--- src/hw/rtl/crce_pkg.sv ---
// ----------------------------------------------------------------------------
// crce_pkg
// Shared types, constants and CRC helper functions for the CRC-16 engine.
// ----------------------------------------------------------------------------
package crce_pkg;

  localparam int unsigned DataW = 8;
  localparam int unsigned CrcW  = 16;

  localparam logic [CrcW-1:0] CrcInit   = 16'hFFFF;
  localparam logic [CrcW-1:0] PolyReset = 16'h0025;

  // One message byte together with its end-of-message flag.
  typedef struct packed {
    logic             last;
    logic [DataW-1:0] data;
  } byte_item_t;

  function automatic logic [CrcW-1:0] reverse16(input logic [CrcW-1:0] v);
    logic [CrcW-1:0] r;
    for (int k = 0; k < CrcW; k++) begin
      r[k] = v[CrcW-1-k];
    end
    return r;
  endfunction

  // Absorb one byte, least significant bit first, into the MSB-first register.
  function automatic logic [CrcW-1:0] absorb(input logic [CrcW-1:0] crc,
                                             input logic [DataW-1:0] b,
                                             input logic [CrcW-1:0] poly);
    logic [CrcW-1:0] r;
    r = crc;
    for (int k = 0; k < DataW; k++) begin
      if (r[CrcW-1] ^ b[k]) begin
        r = {r[CrcW-2:0], 1'b0} ^ poly;
      end else begin
        r = {r[CrcW-2:0], 1'b0};
      end
    end
    return r;
  endfunction

endpackage

--- src/hw/rtl/crc16_reflected_engine.sv ---
// ----------------------------------------------------------------------------
// crc16_reflected_engine
// Byte-stream CRC-16 with reflected input and output and a programmable
// polynomial.
// ----------------------------------------------------------------------------
// The engine takes one message byte per transfer, with tlast marking the final
// byte, and returns one 16-bit CRC transfer per message. It sustains one byte
// per clock while no last byte stalls: each byte waits in the input register,
// then the eight-bit CRC update is applied combinationally on its way into
// the CRC register. The result register is loaded as the last byte moves out
// of the input register.
// The result register decouples the output, so bytes keep flowing while a CRC
// waits to be taken; only a last byte stalls, and only while the previous CRC
// is still pending. The user must write the polynomial register (reset 0x0025)
// through cfg_we_i only while no byte waits in the input register; the block
// itself does not enforce this. A new polynomial applies from the next byte,
// even in the middle of a message.
module crc16_reflected_engine (
  input  logic        clk_i,
  input  logic        rst_ni,
  input  logic        cfg_we_i,
  input  logic [15:0] cfg_wdata_i,   // poly
  input  logic        s_axis_tvalid,
  output logic        s_axis_tready,
  input  logic [7:0]  s_axis_tdata,  // [7:0] data_byte
  input  logic        s_axis_tlast,
  output logic        m_axis_tvalid,
  input  logic        m_axis_tready,
  output logic [15:0] m_axis_tdata   // [15:0] crc_value
);
  import crce_pkg::*;

  byte_item_t in_item;
  byte_item_t stage_item;
  logic       stage_valid;
  logic       stage_take;

  assign in_item.data = s_axis_tdata;
  assign in_item.last = s_axis_tlast;

  crce_in_stage u_in_stage (
    .clk_i        (clk_i),
    .rst_ni       (rst_ni),
    .in_valid_i   (s_axis_tvalid),
    .in_ready_o   (s_axis_tready),
    .in_item_i    (in_item),
    .stage_valid_o(stage_valid),
    .stage_take_i (stage_take),
    .stage_item_o (stage_item)
  );

  crce_core u_core (
    .clk_i        (clk_i),
    .rst_ni       (rst_ni),
    .cfg_we_i     (cfg_we_i),
    .cfg_wdata_i  (cfg_wdata_i),
    .stage_valid_i(stage_valid),
    .stage_take_o (stage_take),
    .stage_item_i (stage_item),
    .out_valid_o  (m_axis_tvalid),
    .out_ready_i  (m_axis_tready),
    .out_crc_o    (m_axis_tdata)
  );

endmodule

--- src/hw/rtl/crce_in_stage.sv ---
// ----------------------------------------------------------------------------
// crce_in_stage
// Input register: captures one byte transfer and holds it until the core
// takes it.
// ----------------------------------------------------------------------------
module crce_in_stage (
  input  logic                clk_i,
  input  logic                rst_ni,
  input  logic                in_valid_i,
  output logic                in_ready_o,
  input  crce_pkg::byte_item_t in_item_i,
  output logic                stage_valid_o,
  input  logic                stage_take_i,
  output crce_pkg::byte_item_t stage_item_o
);
  import crce_pkg::*;

  logic       vld_q, vld_d;
  byte_item_t item_q;

  // The stage frees up in the same cycle its content moves on.
  assign in_ready_o = !vld_q || stage_take_i;

  always_comb begin
    vld_d = vld_q;
    if (in_ready_o) begin
      vld_d = in_valid_i;
    end
  end

  always_ff @(posedge clk_i or negedge rst_ni) begin
    if (!rst_ni) begin
      vld_q <= 1'b0;
    end else begin
      vld_q <= vld_d;
    end
  end

  always_ff @(posedge clk_i) begin
    if (in_ready_o && in_valid_i) begin
      item_q <= in_item_i;
    end
  end

  assign stage_valid_o = vld_q;
  assign stage_item_o  = item_q;

endmodule

--- src/hw/rtl/crce_core.sv ---
// ----------------------------------------------------------------------------
// crce_core
// CRC register, polynomial register, byte update logic and result register.
// ----------------------------------------------------------------------------
module crce_core (
  input  logic                 clk_i,
  input  logic                 rst_ni,
  input  logic                 cfg_we_i,
  input  logic [15:0]          cfg_wdata_i,
  input  logic                 stage_valid_i,
  output logic                 stage_take_o,
  input  crce_pkg::byte_item_t stage_item_i,
  output logic                 out_valid_o,
  input  logic                 out_ready_i,
  output logic [15:0]          out_crc_o
);
  import crce_pkg::*;

  logic [CrcW-1:0] poly_q;
  logic [CrcW-1:0] crc_q, crc_d;
  logic [CrcW-1:0] crc_next;
  logic            out_vld_q, out_vld_d;
  logic [CrcW-1:0] out_crc_q;
  logic            emit;

  // A plain byte always moves on; a last byte needs a free result slot.
  assign stage_take_o = stage_valid_i &&
                        (!stage_item_i.last || !out_vld_q || out_ready_i);
  assign emit         = stage_take_o && stage_item_i.last;
  assign crc_next     = absorb(crc_q, stage_item_i.data, poly_q);

  always_comb begin
    crc_d = crc_q;
    if (stage_take_o) begin
      crc_d = stage_item_i.last ? CrcInit : crc_next;
    end
    out_vld_d = out_vld_q;
    if (out_ready_i) begin
      out_vld_d = 1'b0;
    end
    if (emit) begin
      out_vld_d = 1'b1;
    end
  end

  always_ff @(posedge clk_i or negedge rst_ni) begin
    if (!rst_ni) begin
      poly_q    <= PolyReset;
      crc_q     <= CrcInit;
      out_vld_q <= 1'b0;
    end else begin
      if (cfg_we_i) begin
        poly_q <= cfg_wdata_i;
      end
      crc_q     <= crc_d;
      out_vld_q <= out_vld_d;
    end
  end

  always_ff @(posedge clk_i) begin
    if (emit) begin
      out_crc_q <= reverse16(~crc_next);
    end
  end

  assign out_valid_o = out_vld_q;
  assign out_crc_o   = out_crc_q;

endmodule

--- config.mk ---
export PLATFORM = sky130hd
export DESIGN_NAME = crc16_reflected_engine
export DESIGN_NICKNAME = d
export VERILOG_FILES = /design/src/hw/rtl/crce_pkg.sv /design/src/hw/rtl/crc16_reflected_engine.sv /design/src/hw/rtl/crce_in_stage.sv /design/src/hw/rtl/crce_core.sv
export SDC_FILE = /design/constraint.sdc
export NUM_CORES = 1
export LEC_CHECK = 0
export ABC_AREA = 1
export BUFFER_PORTS_ARGS = -buffer_cell sky130_fd_sc_hd__buf_2
export CAP_MARGIN = 30
export CELL_PAD_IN_SITES_DETAIL_PLACEMENT = 1
export CELL_PAD_IN_SITES_GLOBAL_PLACEMENT = 1
export CORE_MARGIN = 4
export CORE_UTILIZATION = 47
export DETAILED_ROUTE_END_ITERATION = 16
export GPL_ROUTABILITY_DRIVEN = 0
export PLACE_DENSITY_LB_ADDON = 0.12
export SLEW_MARGIN = 0
export SYNTH_ARGS = -nofsm -noshare
export SYNTH_HDL_FRONTEND = slang
export SYNTH_SLANG_ARGS = --single-unit
--- constraint.sdc ---
create_clock -name clk_i -period 8.8 [get_ports clk_i]
set_input_delay 2.2 -clock clk_i [delete_from_list [all_inputs] [get_ports clk_i]]
set_output_delay 2.2 -clock clk_i [all_outputs]
set_load 0.02 [all_outputs]
# --- Yosys cells after proc, flatten, opt, wreduce, memory -nomap -nowiden ---
# Index checks and enable logic that the tools add are counted.
op_classes:
  n_mux: 11
  bitwise: 17
  reduce_logical: 10
op_table:
  columns: ["op", "count"]
  rows:
  - ["two-way mux 16 bit", 9]
  - ["bitwise XOR 16 bit", 8]
  - ["inverter 16 bit", 1]
  - ["bitwise XOR 1 bit", 8]
  - ["logical AND 1 bit", 3]
  - ["logical NOT 1 bit", 3]
  - ["logical OR 1 bit", 3]
  - ["two-way mux 1 bit", 2]
  - ["nonzero test 2 bit", 1]
totals:
  reg_bits: 59
  input_bits: 30
  out_inout_bits: 18
  elab_cells: 45

# --- Depth between registers and ports, before layout ---
logic_depth:
  word_depth: 17
  depth_mapped: 30
  mapped_depth_nobuf: 30

# --- Modules after synthesis ---
# From an unflattened synthesis, not the netlist that was laid out.
unflattened:
  cells_unflattened: 766
  area_unflattened_um2: 5116.2
by_module_without_submodules:
  columns: ["module", "n_inst", "cells_each", "area_each_um2"]
  rows:
  - ["crce_core", 1, 751, 4800.9]
  - ["crce_in_stage", 1, 15, 315.3]

# --- Least setup slack after synthesis ---
# No wires, ideal clock.
synth_path:
  kind: "input port to output port"
  start: "input m_axis_tready"
  end: "output s_axis_tready"
  t_arrival_ps: 2514
  required_ps: 6600
  path_slack_ps: 4086
  cell_stages: 2
  path_cell_list: "inv_1 -> nand4_1"
synth_between:
  elab_chain_cells: 3
synth_lines:
  columns: ["item", "line", "rtl"]
  rows:
  - ["start: declaration", "crc16_reflected_engine.sv:28", "input logic m_axis_tready,"]
  - ["logical OR 1 bit", "crce_core.sv:28", "(!stage_item_i.last || !out_vld_q || out_ready_i);"]
  - ["logical AND 1 bit", "crce_core.sv:27", "assign stage_take_o = stage_valid_i &&"]
  - ["logical OR 1 bit", "crce_in_stage.sv:22", "assign in_ready_o = !vld_q || stage_take_i;"]
  - ["end: declaration", "crc16_reflected_engine.sv:24", "output logic s_axis_tready,"]
# Every way passes these cells.

# --- Final worst setup path ---
layout_path:
  start: "register u_core.crc_q[15]"
  end: "register u_core.out_crc_q[12] (netlist: u_core.out_crc_o[12]) (data pin)"
layout_between:
  elab_chain_cells: 17
  word_cells_on_any_way: 24
layout_lines:
  columns: ["item", "line", "rtl"]
  rows:
  - ["start: declaration", "crce_core.sv:20", "logic [CrcW-1:0] crc_q, crc_d;"]
  - ["start signal: assignment", "crce_core.sv:49", "crc_q <= CrcInit;"]
  - ["start signal: assignment", "crce_core.sv:55", "crc_q <= crc_d;"]
  - ["bitwise XOR 1 bit *", "crce_pkg.sv:34", "if (r[CrcW-1] ^ b[k]) begin"]
  - ["two-way mux 16 bit *", "crce_pkg.sv:34", null]
  - ["bitwise XOR 16 bit / bitwise XOR 1 bit (equally long branches)", "crce_pkg.sv:35, crce_pkg.sv:34", null]
  - ["two-way mux 16 bit *", "crce_pkg.sv:34", null]
  - ["bitwise XOR 16 bit / bitwise XOR 1 bit (equally long branches)", "crce_pkg.sv:35, crce_pkg.sv:34", null]
  - ["two-way mux 16 bit *", "crce_pkg.sv:34", null]
  - ["bitwise XOR 16 bit / bitwise XOR 1 bit (equally long branches)", "crce_pkg.sv:35, crce_pkg.sv:34", null]
  - ["two-way mux 16 bit *", "crce_pkg.sv:34", null]
  - ["bitwise XOR 1 bit / bitwise XOR 16 bit (equally long branches)", "crce_pkg.sv:34, crce_pkg.sv:35", null]
  - ["two-way mux 16 bit *", "crce_pkg.sv:34", null]
  - ["bitwise XOR 16 bit / bitwise XOR 1 bit (equally long branches)", "crce_pkg.sv:35, crce_pkg.sv:34", null]
  - ["two-way mux 16 bit *", "crce_pkg.sv:34", null]
  - ["bitwise XOR 16 bit / bitwise XOR 1 bit (equally long branches)", "crce_pkg.sv:35, crce_pkg.sv:34", null]
  - ["two-way mux 16 bit *", "crce_pkg.sv:34", null]
  - ["bitwise XOR 16 bit / bitwise XOR 1 bit (equally long branches)", "crce_pkg.sv:35, crce_pkg.sv:34", null]
  - ["two-way mux 16 bit *", "crce_pkg.sv:34", null]
  - ["inverter 16 bit *", "crce_core.sv:62", "out_crc_q <= reverse16(~crc_next);"]
  - ["end signal: assignment", "crce_core.sv:62", null]
  - ["end: declaration", "crce_core.sv:23", "logic [CrcW-1:0] out_crc_q;"]
# Mark *: on every way between the ends. The rest lies on a longest branch, timed or not.
# A chain may end at the register's enable or synchronous reset.

==> summary.md <==
| Metric | Value |
|---|---|
| DRT iter0 DRCs | `210` |
| NetSw | `1.41 mW` |
| Syn nets | `773` |
| Clk root buf | `clkbuf_8` |
| Pins Over Slew Limit | `0` |
| PortBufs | `47` |
| Setup violators final | `0` |
| Drt wl/cell | `16.9 um` |
| N_diodes | `0` |
| Worst EP required | `8.91 ns` |
| Global route total overflow | `0` |
| Initial antenna violation count | `0` |
| EDFF count, synth | `25` |
| Number of global-route vias before repair | `5139` |
| CP max stage cell | `nor2_2` |
| RSZ-0062 raised after global routing | `no` |
| Synth Area in Adders | `0%` |
| Num CTS Buffers | `9` |
| DR vias | `4748` |
| Slew headroom | `39.2%` |
| Tmin final | `5.23 ns` |
| Post-CTS Setup Bufs | `0` |
| CTS max path bufs | `2` |
| Overall routing resource usage | `25.6%` |
| H-tree Lvls | `3` |
| CTS hold repair buffers | `0` |
| Synth Cell Area | `0.00503 sq mm` |
| Slew @ Worst Pin | `0.912 ns` |
| Power per Cell Area | `486 mW/mm^2` |
| Internal | `1.27 mW` |
| CP bufs+invs | `3` |
| Worst-path clk slew | `0.07 ns` |
| DP HPWL | `11.3 mm` |
| Drt pass-1 iters | `4` |
| Sequential fraction of design power | `17.8%` |
| CTS sink cnt | `59` |
| IR drop worst, VDD | `174 uV` |
| Crit-path cells | `inv_2 > nand2_1 > nand2_4 > nand3_2 > nand3_1 > inv_1 > nand2_1 > nand2_2 > nand3_2 > nand2_4 > nor2_2 > nand2_4 > nand3_4 > nand2_2 > inv_2 > nor2_2 > nand3_2 > nand3_1 > nor2_1 > nor2_4 > nand3_1 > and2_1` |
| Area of the core | `0.0104 sq mm` |
| Synth Area in XOR/XNOR | `12.3%` |
| Leakage | `2.83 nW` |
| Simple-Gate Fraction of Synth Area | `40.9%` |
| Avg Inst Size Synth | `6.77 sq um` |
| Final Core Density | `53.3%` |
| DRC viols | `0` |
| Largest net degree at the start of global routing | `35` |
| Layout cells sized above 1 | `17.0%` |
| Largest family of logic cells by synthesized area | `simple AND/OR/NAND/NOR gates` |
| Status | `finished, final reports clean` |
| Row count | `37` |
| Sequential area share after synthesis | `32.3%` |
| Mapped Cells | `743` |
| Synthesized flop and latch total | `59` |
| Via/cell ratio | `5.21` |
| Crit-path max FO | `22` |
| Synth unique cells | `30` |
| CP peak stage delay | `0.68 ns` |
| Worst slack at placement | `3.69 ns` |
| Global-route wire length before repair | `25.5 mm` |
| Die width | `111 um` |
| Starting Density | `48.5%` |
| Setup CP Type | `reg -> reg` |
| Compound-Gate Fraction of Synth Area | `3.55%` |
| Max_cap viols | `0` |
| Ys Warns | `0` |
| CTS tree | `built` |
| Fmax | `191 MHz` |
| # resized after CTS | `0` |
| Period utilisation layout | `59.4%` |
| Worst-skew pair later-pin latency | `0.36 ns` |
| Hold Slack | `0.537 ns` |
| Number of hold violations in the final report | `0` |
| Clk pwr share | `12.1%` |
| Post-detailed-route count of antenna-violating nets | `0` |
| CP delay by family, top | `simple AND/OR/NAND/NOR gates` |
| Post-synthesis mux area share | `0%` |
| Fill count | `1399` |
| TNS Setup | `0 ns` |
| Sw Share | `52.7%` |
| Worst EP arrival | `5.34 ns` |
| Layout area overhead | `9.82%` |
| Die ar. | `0.0124 sq mm` |
| Final #Nets | `800` |
| Most frequent cells in the layout | `nand2_1, inv_1, nand3_1, nor2_1, buf_2` |
| Comb pwr share | `70.1%` |
| Commonest non-fill, non-tap cell in the layout | `nand2_1` |
| Die Ht | `111 um` |
| Startpoint class of the critical path | `register` |
| Synth async-reset ratio | `57.6%` |
| Final wirelength | `15.4 mm` |
| Final Skew | `0.0110 ns` |
| Ports | `48` |
| Hold Path Class | `reg -> reg` |
| Ys flop type | `edfxtp_1` |
| Post-route setup slack | `3.57 ns` |
| Worst Setup End Kind | `register` |
-- power by group through the flow --
stage               Sequential (mW)  Clock [mW]  Combinational [mW]
finish                        0.479       0.324                1.88
global route                  0.489       0.341                2.11
CTS                           0.480       0.329                1.88
detailed placement            0.484           0                1.86
global placement              0.482           0                1.76
floorplan                     0.504           0                1.45
-- registers in the layout, summed over array words and instances (netlist names) --
register	count
u_core.poly_q	16
u_in_stage.stage_valid_o	1
u_core.crc_q	16
u_in_stage.stage_item_o	9
u_core.out_crc_o	16
u_core.out_valid_o	1
-- cell type report --
class / count / area (sq um) / area share [%]
clock inverter: 4 / 95.1 / 1.72
timing repair buffer: 49 / 250 / 4.53
inverter: 99 / 372 / 6.72
tap: 136 / 170 / 3.08
multi-input combinational: 552 / 2860 / 51.7
sequential: 59 / 1630 / 29.4
clock buffer: 12 / 156 / 2.83
-- worst reg2reg max path: stages (launching register included) --
cell and delay, ns:
dfstp_2 0.55, inv_2 0.05, nand2_1 0.10, nand2_4 0.18
nand3_2 0.14, nand3_1 0.10, inv_1 0.09, nand2_1 0.06
nand2_2 0.35, nand3_2 0.20, nand2_4 0.17, nor2_2 0.07
nand2_4 0.13, nand3_4 0.10, nand2_2 0.12, inv_2 0.04
nor2_2 0.68, nand3_2 0.52, nand3_1 0.30, nor2_1 0.10
nor2_4 0.53, nand3_1 0.22, and2_1 0.20
-- kinds of logic after synthesis --
kind of cell / count (synthesis)
flip-flops: 59
AO/OA/AOI/OAI: 34
buffers and inverters: 132
AND/OR/NAND/NOR: 449
XOR/XNOR: 69
-- through the flow --
stage / std cells / cell area (sq um) / power [mW]
after floorplan: 743 / 5030 / 1.95
after global placement: 894 / 5270 / 2.24
after detailed placement: 895 / 5280 / 2.34
after CTS: 911 / 5530 / 2.69
after global routing: 911 / 5530 / 2.94
final: 911 / 5530 / 2.69
-- synthesized netlist by cell type (2+ instances only) --
cell type | instances | area (sq um)
buf_2 | 16 | 80.1
inv_1 | 94 | 353
or2_2 | 4 | 25.0
buf_4 | 3 | 22.5
buf_6 | 3 | 33.8
o21ai_0 | 30 | 150
nand3_2 | 14 | 140
nor2_2 | 5 | 31.3
dfrtp_1 | 15 | 375
clkbuf_1 | 11 | 41.3
edfxtp_1 | 25 | 751
xor2_1 | 24 | 210
nor2_1 | 47 | 176
dfstp_2 | 19 | 499
and2_1 | 15 | 93.8
inv_2 | 5 | 18.8
nand2_1 | 248 | 931
o21ai_1 | 2 | 10.0
nand2_4 | 6 | 67.6
nand3b_1 | 3 | 22.5
nand2_2 | 11 | 68.8
nand4_1 | 4 | 25.0
nand3_1 | 90 | 450
xnor2_1 | 43 | 377
-- worst paths after layout --
path / depth (start not counted) / from / slack [ns] / end
worst max-delay path: 22 / u_core.crc_q[15]$_DFFE_PN1P_ / 3.57 / u_core.out_crc_o[12]$_DFFE_PP_
worst min-delay path: 2 / u_core.crc_q[0]$_DFFE_PN1P_ / 0.54 / u_core.crc_q[0]$_DFFE_PN1P_
worst max register to register: 22 / u_core.crc_q[15]$_DFFE_PN1P_ / 3.57 / u_core.out_crc_o[12]$_DFFE_PP_
worst min register to register: 2 / u_core.crc_q[0]$_DFFE_PN1P_ / 0.54 / u_core.crc_q[0]$_DFFE_PN1P_
max in group asynchronous: 1 / rst_ni / 6.32 / u_core.poly_q[15]$_DFFE_PN0P_
min in group asynchronous: 1 / rst_ni / 1.95 / u_core.poly_q[6]$_DFFE_PN0P_
-- per-layer routing --
metal | routed length (um) | track usage, % | vias to the layer above
li1 | - | - | 2340
met1 | 6800 | 32.3 | 2297
met5 | 0 | 0 | -
met2 | 7760 | 45.0 | 87
met3 | 528 | 3.86 | 24
met4 | 267 | 8.43 | 0
Power figures use the tool's default switching activity.
